### config.mk
export PLATFORM = sky130hd
export DESIGN_NAME = sorted_deadline_timer_queue
export DESIGN_NICKNAME = d
export VERILOG_FILES = /design/src/design/sdtq_pkg.sv /design/src/design/sorted_deadline_timer_queue.sv /design/src/design/sdtq_cell.sv
export SDC_FILE = /design/constraint.sdc
export NUM_CORES = 2
export LEC_CHECK = 0
export BUFFER_PORTS_ARGS = -buffer_cell sky130_fd_sc_hd__buf_2
export CORE_AREA = 2 2 426 513
export DETAILED_ROUTE_END_ITERATION = 8
export DIE_AREA = 0 0 428 515
export GPL_ROUTABILITY_DRIVEN = 0
export PLACE_DENSITY = 0.55
export SYNTH_ARGS = -nofsm -noshare
export SYNTH_HDL_FRONTEND = slang
export SYNTH_HIERARCHICAL = 1
export SYNTH_SLANG_ARGS = --single-unit
### constraint.sdc
create_clock -name clk -period 26.3 [get_ports clk]
set_input_delay 3.945 -clock clk [delete_from_list [all_inputs] [get_ports clk]]
set_output_delay 3.945 -clock clk [all_outputs]
set_load 0.01 [all_outputs]
### src/design/sdtq_pkg.sv
package sdtq_pkg;

  localparam int DEPTH_DEF       = 16;
  localparam int TIME_WIDTH_DEF  = 64;
  localparam int OWNER_WIDTH_DEF = 8;
  localparam int MAX_RESULTS     = 16;

  localparam int TIME_FIELD_W  = 64;
  localparam int OWNER_FIELD_W = 8;

  typedef enum logic {
    OP_INSERT = 1'b0,
    OP_TICK   = 1'b1
  } op_t;

  typedef enum logic [1:0] {
    ST_EXPIRED  = 2'd0,
    ST_INSERTED = 2'd1,
    ST_REJECTED = 2'd2
  } status_t;

  // Broadcast command to every cell in the chain.
  typedef struct packed {
    logic ins;
    logic pop;
  } cell_cmd_t;

endpackage

### src/design/sorted_deadline_timer_queue.sv
// Channel  Handshake                Payload
// in       in_valid / in_ready      in_op, in_time_value, in_owner
// out      out_valid / out_ready    out_owner_out, out_status, out_last
//
// An insert is accepted in S_IDLE; then, in S_INS, every cell compares the key
// against its entry and the chain shifts open in one step.
// A tick is accepted in S_IDLE; S_TICK then gives one beat per cycle while out_ready
// allows it, set by the head cell popping into the output register.
// Synchronous reset empties the chain by clearing its valid bits; entry data is not cleared.
// A stalled out_ready holds the chain; a new item is taken while a result waits.
module sorted_deadline_timer_queue #(
  parameter int DEPTH       = sdtq_pkg::DEPTH_DEF,
  parameter int TIME_WIDTH  = sdtq_pkg::TIME_WIDTH_DEF,
  parameter int OWNER_WIDTH = sdtq_pkg::OWNER_WIDTH_DEF
) (
  input  logic                               clk,
  input  logic                               rst_n,
  input  logic                               in_valid,
  output logic                               in_ready,
  input  logic                               in_op,
  input  logic [sdtq_pkg::TIME_FIELD_W-1:0]  in_time_value,
  input  logic [sdtq_pkg::OWNER_FIELD_W-1:0] in_owner,
  output logic                               out_valid,
  input  logic                               out_ready,
  output logic [sdtq_pkg::OWNER_FIELD_W-1:0] out_owner_out,
  output logic [1:0]                         out_status,
  output logic                               out_last
);
  import sdtq_pkg::*;

  localparam int OWNER_PAD = OWNER_WIDTH + OWNER_FIELD_W;
  localparam int CNT_W     = $clog2(MAX_RESULTS);

  typedef enum logic [2:0] {
    S_IDLE = 3'b001,
    S_INS  = 3'b010,
    S_TICK = 3'b100
  } state_t;

  state_t                 state_r, state_nxt;
  logic [CNT_W-1:0]       cnt_r, cnt_nxt;
  logic [TIME_WIDTH-1:0]  key_r;
  logic [OWNER_WIDTH-1:0] kown_r;
  logic [OWNER_PAD-1:0]   in_own_pad, out_own_pad;

  logic                   out_valid_r, out_valid_nxt;
  logic [OWNER_WIDTH-1:0] out_own_r, out_own_nxt;
  status_t                status_r, status_nxt;
  logic                   last_r, last_nxt;

  cell_cmd_t              cmd;
  logic                   in_acc, can_load, full, due0, due1;

  logic [DEPTH-1:0]       cell_valid, cell_gt;
  logic [TIME_WIDTH-1:0]  cell_tstamp [DEPTH];
  logic [OWNER_WIDTH-1:0] cell_owner  [DEPTH];

  assign in_ready   = (state_r == S_IDLE);
  assign in_acc     = in_valid && in_ready;
  assign in_own_pad = OWNER_PAD'(in_owner);

  always_ff @(posedge clk) begin
    if (in_acc) begin
      key_r  <= in_time_value[TIME_WIDTH-1:0];
      kown_r <= in_own_pad[OWNER_WIDTH-1:0];
    end
  end

  for (genvar i = 0; i < DEPTH; i++) begin : g_cell
    logic                   pv, pg, nv;
    logic [TIME_WIDTH-1:0]  pt, nt;
    logic [OWNER_WIDTH-1:0] po, no;

    if (i == 0) begin : g_head
      assign pv = 1'b1;
      assign pg = 1'b0;
      assign pt = '0;
      assign po = '0;
    end else begin : g_body
      assign pv = cell_valid[i-1];
      assign pg = cell_gt[i-1];
      assign pt = cell_tstamp[i-1];
      assign po = cell_owner[i-1];
    end

    if (i == DEPTH - 1) begin : g_tail
      assign nv = 1'b0;
      assign nt = '0;
      assign no = '0;
    end else begin : g_mid
      assign nv = cell_valid[i+1];
      assign nt = cell_tstamp[i+1];
      assign no = cell_owner[i+1];
    end

    sdtq_cell #(
      .TIME_WIDTH  (TIME_WIDTH),
      .OWNER_WIDTH (OWNER_WIDTH)
    ) u_cell (
      .clk         (clk),
      .rst_n       (rst_n),
      .cmd         (cmd),
      .key         (key_r),
      .key_owner   (kown_r),
      .prev_valid  (pv),
      .prev_gt     (pg),
      .prev_tstamp (pt),
      .prev_owner  (po),
      .next_valid  (nv),
      .next_tstamp (nt),
      .next_owner  (no),
      .valid       (cell_valid[i]),
      .gt          (cell_gt[i]),
      .tstamp      (cell_tstamp[i]),
      .owner       (cell_owner[i])
    );
  end

  assign full     = cell_valid[DEPTH-1];
  assign due0     = cell_valid[0] && !cell_gt[0];
  assign due1     = cell_valid[1] && !cell_gt[1];
  assign can_load = !out_valid_r || out_ready;

  always_comb begin
    state_nxt     = state_r;
    cnt_nxt       = cnt_r;
    cmd           = '0;
    out_valid_nxt = out_valid_r && !out_ready;
    out_own_nxt   = out_own_r;
    status_nxt    = status_r;
    last_nxt      = last_r;
    unique case (state_r)
      S_IDLE: begin
        if (in_acc) begin
          state_nxt = (op_t'(in_op) == OP_TICK) ? S_TICK : S_INS;
        end
      end
      S_INS: begin
        if (can_load) begin
          cmd.ins       = !full;
          out_valid_nxt = 1'b1;
          out_own_nxt   = kown_r;
          status_nxt    = full ? ST_REJECTED : ST_INSERTED;
          last_nxt      = 1'b1;
          state_nxt     = S_IDLE;
        end
      end
      S_TICK: begin
        if (can_load) begin
          if (due0) begin
            cmd.pop       = 1'b1;
            out_valid_nxt = 1'b1;
            out_own_nxt   = cell_owner[0];
            status_nxt    = ST_EXPIRED;
            last_nxt      = !due1 || (cnt_r == CNT_W'(MAX_RESULTS - 1));
            if (last_nxt) begin
              cnt_nxt   = '0;
              state_nxt = S_IDLE;
            end else begin
              cnt_nxt = cnt_r + 1'b1;
            end
          end else begin
            // nothing due: drop the tick without a beat
            state_nxt = S_IDLE;
          end
        end
      end
      default: begin
        state_nxt = S_IDLE;
      end
    endcase
  end

  always_ff @(posedge clk) begin
    if (!rst_n) begin
      state_r     <= S_IDLE;
      cnt_r       <= '0;
      out_valid_r <= 1'b0;
    end else begin
      state_r     <= state_nxt;
      cnt_r       <= cnt_nxt;
      out_valid_r <= out_valid_nxt;
    end
  end

  always_ff @(posedge clk) begin
    out_own_r <= out_own_nxt;
    status_r  <= status_nxt;
    last_r    <= last_nxt;
  end

  assign out_own_pad   = OWNER_PAD'(out_own_r);
  assign out_valid     = out_valid_r;
  assign out_owner_out = out_own_pad[OWNER_FIELD_W-1:0];
  assign out_status    = status_r;
  assign out_last      = last_r;

  // Valid cells always form a prefix of the chain.
  a_valid_prefix: assert property (@(posedge clk) disable iff (!rst_n)
    ((cell_valid + DEPTH'(1)) & cell_valid) == '0)
    else $error("valid cells not contiguous from head");

  a_ins_grows: assert property (@(posedge clk) disable iff (!rst_n)
    cmd.ins |=> $countones(cell_valid) == $past($countones(cell_valid)) + 1)
    else $error("insert did not add exactly one entry");

  a_pop_shrinks: assert property (@(posedge clk) disable iff (!rst_n)
    cmd.pop |=> $countones(cell_valid) + 1 == $past($countones(cell_valid)))
    else $error("expiry did not remove exactly one entry");

  a_cnt_idle: assert property (@(posedge clk) disable iff (!rst_n)
    state_r != S_TICK |-> cnt_r == '0)
    else $error("expiry count left over outside a tick");

endmodule

### src/design/sdtq_cell.sv
module sdtq_cell #(
  parameter int TIME_WIDTH  = sdtq_pkg::TIME_WIDTH_DEF,
  parameter int OWNER_WIDTH = sdtq_pkg::OWNER_WIDTH_DEF
) (
  input  logic                   clk,
  input  logic                   rst_n,
  input  sdtq_pkg::cell_cmd_t    cmd,
  input  logic [TIME_WIDTH-1:0]  key,
  input  logic [OWNER_WIDTH-1:0] key_owner,
  input  logic                   prev_valid,
  input  logic                   prev_gt,
  input  logic [TIME_WIDTH-1:0]  prev_tstamp,
  input  logic [OWNER_WIDTH-1:0] prev_owner,
  input  logic                   next_valid,
  input  logic [TIME_WIDTH-1:0]  next_tstamp,
  input  logic [OWNER_WIDTH-1:0] next_owner,
  output logic                   valid,
  output logic                   gt,
  output logic [TIME_WIDTH-1:0]  tstamp,
  output logic [OWNER_WIDTH-1:0] owner
);
  import sdtq_pkg::*;

  logic                   valid_r, valid_nxt;
  logic [TIME_WIDTH-1:0]  tstamp_r, tstamp_nxt;
  logic [OWNER_WIDTH-1:0] owner_r, owner_nxt;
  logic                   take_new;

  // Key strictly below this entry: a new entry lands in front of it.
  assign gt = valid_r && (key < tstamp_r);

  assign take_new = !prev_gt && prev_valid && (gt || !valid_r);

  always_comb begin
    priority if (cmd.pop) begin
      // advance toward the head
      valid_nxt  = next_valid;
      tstamp_nxt = next_tstamp;
      owner_nxt  = next_owner;
    end else if (cmd.ins && prev_gt) begin
      valid_nxt  = 1'b1;
      tstamp_nxt = prev_tstamp;
      owner_nxt  = prev_owner;
    end else if (cmd.ins && take_new) begin
      valid_nxt  = 1'b1;
      tstamp_nxt = key;
      owner_nxt  = key_owner;
    end else begin
      // hold
      valid_nxt  = valid_r;
      tstamp_nxt = tstamp_r;
      owner_nxt  = owner_r;
    end
  end

  always_ff @(posedge clk) begin
    if (!rst_n) begin
      valid_r <= 1'b0;
    end else begin
      valid_r <= valid_nxt;
    end
  end

  always_ff @(posedge clk) begin
    tstamp_r <= tstamp_nxt;
    owner_r  <= owner_nxt;
  end

  assign valid  = valid_r;
  assign tstamp = tstamp_r;
  assign owner  = owner_r;

endmodule
### Word level (Yosys, flattened, before mapping)

Cells that the tools add are included.

| storage, ports and cells | value |
|---|---|
| bits in registers | 1259 |
| output and inout port bits | 13 |
| logic and storage cells | 403 |

| operators by class | value |
|---|---|
| $add $sub $neg | 1 |
| order comparisons | 16 |
| eq/ne operators | 9 |
| multiplexer cells | 168 |
| bitwise gates (word level) | 1 |
| reduce and logical (&&, ||, !) cells | 152 |

Operators with widths:

| kind | number |
|---|---|
| $mux 64 | 46 |
| $lt 64x64->1 | 16 |
| $mux 8 | 49 |
| $logic_and 1x1->1 | 79 |
| $mux 1 | 57 |
| $reduce_bool 3->1 | 14 |
| $logic_not 1->1 | 34 |
| $logic_or 1x1->1 | 18 |
| $mux 3 | 6 |
| $pmux 8 s2 | 1 |
| $pmux 3 s3 | 1 |
| $mux 2 | 4 |
| $reduce_and 4->1 | 2 |
| $ne 2x2->1 const B | 3 |
| $reduce_bool 2->1 | 3 |
| $add 4x1->4 const B | 1 |
| $eq 4x4->1 const B | 1 |
| $mux 4 | 1 |
| $pmux 1 s2 | 2 |
| $pmux 2 s2 | 1 |
| $eq 3x1->1 const B | 1 |
| $eq 3x2->1 const B | 1 |
| $eq 3x3->1 const B | 1 |
| $ne 3x3->1 const B | 1 |
| 4 further kinds | 4 |

### Depth between registers and ports, before layout

| logic depth | value |
|---|---|
| word-level depth | 10 |
| depth in mapped cells | 16 |
| depth with buffers taken out | 13 |

### Cells and area by module

Netlist, hierarchy kept.

By module, submodules not included:

| module | times used | cells each | area an instance (sq um) | seq. area each (sq um) |
|---|---|---|---|---|
| sdtq_cell | 16 | 542 | 5307.6 | 2182.1 |
| sorted_deadline_timer_queue | 1 | 153 | 3064.2 | 2652.5 |

### Worst setup path before layout

OpenSTA, ideal clock, no wires.

| timing path | value |
|---|---|
| path type | input to register |
| start point | input port out_ready |
| end point | register g_cell[0].u_cell.owner_r[0] (enable) |
| arrival | 11.326 ns |
| data required time | 25.689 ns |
| slack | 14.363 ns |
| cell stages on the path | 4 |
| path through | nor2b_1 > nor3_1 > o21ai_0 > o311ai_1 |

RTL lines:

| what | RTL line | RTL |
|---|---|---|
| start: declaration | sorted_deadline_timer_queue.sv:24 | `input logic out_ready,` |
| end signal: assignment | sdtq_cell.sv:66 | `owner_r <= owner_nxt;` |
| end: declaration | sdtq_cell.sv:26 | `logic [OWNER_WIDTH-1:0] owner_r, owner_nxt;` |

### Final worst setup path

| timing path | value |
|---|---|
| start point | register key_r[51] |
| end point | register g_cell[15].u_cell.tstamp_r[0] (data pin) |

| on the way | value |
|---|---|
| longest elaborated chain between the ends | 7 |
| elaborated cells on any way between the ends | 11 |

Ends and longest elaborated chain:

| what | RTL line | RTL |
|---|---|---|
| start: declaration | sorted_deadline_timer_queue.sv:42 | `logic [TIME_WIDTH-1:0] key_r;` |
| start signal: assignment | sorted_deadline_timer_queue.sv:64 | `key_r <= in_time_value[TIME_WIDTH-1:0];` |
| $lt 64x64->1 | sdtq_cell.sv:30 | `assign gt = valid_r && (key < tstamp_r);` |
| $logic_and 1x1->1 | sdtq_cell.sv:30 |  |
| via cell_gt[0] | sorted_deadline_timer_queue.sv:54 | `logic [DEPTH-1:0] cell_valid, cell_gt;` |
| $logic_not 1->1 | sorted_deadline_timer_queue.sv:120 | `assign due0 = cell_valid[0] && !cell_gt[0];` |
| $logic_and 1x1->1 | sorted_deadline_timer_queue.sv:120 |  |
| $mux 1 | sorted_deadline_timer_queue.sv:150 | `if (due0) begin` |
| $mux 1 | sorted_deadline_timer_queue.sv:149 | `if (can_load) begin` |
| $mux 1 | sorted_deadline_timer_queue.sv:132 | `unique case (state_r)` |
| end signal: assignment | sdtq_cell.sv:65 | `tstamp_r <= tstamp_nxt;` |
| end: declaration | sdtq_cell.sv:25 | `logic [TIME_WIDTH-1:0] tstamp_r, tstamp_nxt;` |

The timed path passes the listed nets, and every way through them passes these cells.
A chain may end at the register's enable or synchronous reset.

==> summary by stage <==
Run status
The flow ran to the end, but the final reports show violations. The checks that failed: design-rule violations, max-capacitance violations, max-slew violations.

Clock network
The number of clock buffers inserted by TritonCTS is 150. The H-tree depth is 4. The buffer levels on the longest clock path is 3.

The quantity of gates resized following cts is 0. The total clock sinks is between 1000 and 1500. The number of buffers inserted by post-CTS setup repair is 0. The clock transition at the registers of the reported paths is roughly 0.06 ns. The CTS tree is yes. The hold-fix buffer count after cts is 0.

The insertion delay to the later sink of the worst-skew pair is slightly above 0.8 ns. The cell at the root of the clock tree is clkbuf_16.

Pwr
The leakage dissipation is about 47 nW. Power spread over the standard cell area amounts to 49.4 nW/um^2. The worst ir drop on vdd is around 63 uV.

Placed design
The count of input and output buffers is 89. Including well taps, the total number of placed cells is approximately 12000. The half-perimeter wire length after placement is ~180000 um. Once placement finished, the instance area stood at 92500 sq um.

Final layout
Measured on the finished design, the core utilization comes to 0.452. Once layout is done, the placed cells without fillers occupy ~100000 sq um. The most common cell after layout, fill and taps aside is nand2_1. The multi-input gate area in the final layout is about 46000 sq um. After the flow finishes, the layout carries non-filler instances totaling about 12000. Relative to the synthesized area, the layout overhead comes to 10.6%. Of the cells placed in the final design, the portion with a size suffix greater than 1 is 0.0651. The number of nets in the layout is 10100.

The final-layout fill cell count is between 20000 and 25000. In the layout the commonest cells are nand2_1, o21ai_0, edfxtp_1. The register area is approximately 38000 sq um.

Detailed routing
The via total after detailed routing is about 66000. The count of nets left with antenna violations once routing finished came out at 0. Dividing the detail-routed wire length by the instance count gives roughly 22 um.

Dividing the detail-routed via count by the number of cells gives ~5.6. In the routed design, unresolved DRC markers number 1. The DRC marker count from the first detailed-route iteration is 4948.

The length of the first detailed-routing pass in iterations is 8. The detailed-route wire length is around 260000 um.

Floorplan
The die extent in y is 515 um. The placement row count is between 150 and 200. The floorplan step defined a die boundary enclosing 220000 sq um. In this run the standard cell core region covers 215000 sq um. From left edge to right edge, the die measures about 430 um.

For this configuration, the core starts out at a cell density of 0.408. The number of top-level pins is 90.

Worst setup path
At the worst endpoint, the required time is between 20 and 30 ns. The setup path with the least slack is of type register to register. The startpoint of the worst register-to-register path is key_r[51]$_DFFE_PP_. The most critical setup path has its startpoint at key_r[51]$_DFFE_PP_.

STA puts the critical path data arrival time at 8.53 ns. Walking the worst path, the cells encountered are buf_4 > ha_1 > nand4_1 > or4_1 > nor2_2 > nand2_2 > o31ai_4 > nor3_1 > nor2b_1 > and3_4 > buf_4 > buf_4 > buf_4 > buf_4 > o21ai_0. In this run the worst setup path terminates at g_cell[15].u_cell/tstamp[0]$_DFFE_PP_. In this run the critical register-to-register path is captured at g_cell[15].u_cell/tstamp[0]$_DFFE_PP_.

The largest single stage delay on the critical path is around 0.85 ns. Along the worst path, the maximum fanout reaches between 100 and 150. The worst setup path is captured at a register.

The minimum setup slack among reg-to-reg paths is around 18 ns. The element type at the critical path start is a register. The most frequent cell on the critical path is buf_4.

The worst-case reg-to-reg path depth is 15. The cell at the slowest stage of the critical path is buf_4.

Global routing
For this run, the total global-route usage over all layers was measured as 0.231. The number of global-route vias before repair was roughly 66000. The first global-routing pass estimated about 400000 um of wire. The initial antenna violation count is 8. The largest net degree at the start of global routing is 252. The leftover overflow at the end of global routing is 0.

Timing
Setup repair after global routing left no endpoint under its margin. The relative max-transition margin is -2.48. The worst setup skew after layout is around 0.036 ns. The count of pins over their slew limit is between 70 and 80.

Summed over all failing endpoints, the final setup total negative slack is 0 ns. The final number of setup-violating endpoints is 0. The final critical path time including I/O delays and setup is 8.03 ns. In the finished design, the share of the clock period the worst path needs comes to 0.305.

The final hold violation count is 0. The pin slew with the least headroom to its limit is approximately 5.2 ns. The highest clock frequency the design can meet is 0.125 GHz.

Hold path
The class of the most critical hold timing path is register to register.

Yosys
The number of instances in the synthesized netlist is just under 9000. The average instance in the mapped netlist occupies 9.97 sq um. The mapped netlist covers between 80000 and 90000 sq um. The number of warnings reported in the yosys synthesis log is 6.

Run
The number of violations of the max-capacitance limit is 1.
registers in the layout (all words and copies together), names as in the netlist:
| name | cells |
|---|---|
| key_r | 64 |
| kown_r | 8 |
| out_status | 2 |
| out_owner_out | 8 |
| state_r | 3 |
| out_last | 1 |
| cnt_r | 4 |
| g_cell.u_cell/owner | 128 |
| g_cell.u_cell/tstamp | 1024 |
| g_cell.u_cell/valid | 16 |
| out_valid | 1 |
worst min-delay path by stage:
stage	startpoint	end	slack, ns	depth (start not counted)
2_1_floorplan	cnt_r[2]$_SDFFE_PN0P_	cnt_r[2]$_SDFFE_PN0P_	0.46	2
3_3_place_gp	state_r[2]$_SDFFE_PN0P_	state_r[0]$_SDFFE_PN1P_	0.48	2
3_5_place_dp	cnt_r[2]$_SDFFE_PN0P_	cnt_r[2]$_SDFFE_PN0P_	0.49	2
4_1_cts	cnt_r[2]$_SDFFE_PN0P_	cnt_r[2]$_SDFFE_PN0P_	0.50	2
5_1_grt	g_cell[15].u_cell/owner[0]$_DFFE_PP_	g_cell[14].u_cell/owner[0]$_DFFE_PP_	0.53	2
6_report	cnt_r[2]$_SDFFE_PN0P_	cnt_r[2]$_SDFFE_PN0P_	0.50	2
per-stage QoR:
step | hold slack [ns] | worst slack [ns] | power, mW
5_1_grt | 0.530 | 17.78 | 4.99
3_3_place_gp | 0.477 | 17.61 | 2.71
4_1_cts | 0.500 | 18.34 | 4.86
2_1_floorplan | 0.458 | 14.36 | 2.57
6_report | 0.499 | 18.27 | 4.81
3_5_place_dp | 0.491 | 17.58 | 2.73
worst max-delay path: cells and delay by family, from the launching register on:
| kind | cells | cell delay, ns |
|---|---|---|
| flip-flops | 1 | 0.37 |
| adder cells (fa/ha/maj) | 1 | 0.38 |
| AO/OA/AOI/OAI | 2 | 0.55 |
| AND/OR/NAND/NOR | 7 | 2.62 |
| buffers and inverters | 5 | 3.45 |
routing by layer:
| layer | GRT usage | share of wire |
|---|---|---|
| met3 | 0.0312 | 0.046 |
| met1 | 0.304 | 0.45 |
| met5 | 0 | 0.000050 |
| met4 | 0.0864 | 0.037 |
| met2 | 0.388 | 0.47 |
area by class of cell:
class | count | area share
Inverter | 1074 | 0.0414
Timing Repair Buffer | 227 | 0.0156
Clock buffer | 182 | 0.0413
Tap cell | 2835 | 0.0364
Sequential cell | 1259 | 0.386
Clock inverter | 85 | 0.00855
Multi-Input combinational cell | 6267 | 0.471
Antenna cell | 3 | 0.0000771
power breakdown:
| part | internal (mW) | switching, mW | leakage (nW) |
|---|---|---|---|
| combinational | 0.173 | 0.286 | 32.9 |
| clock | 1.23 | 0.890 | 2.37 |
| sequential | 2.22 | 0.00830 | 11.3 |
| total | 3.63 | 1.18 | 46.6 |
Note: power is estimated with default switching activity, not from simulation.
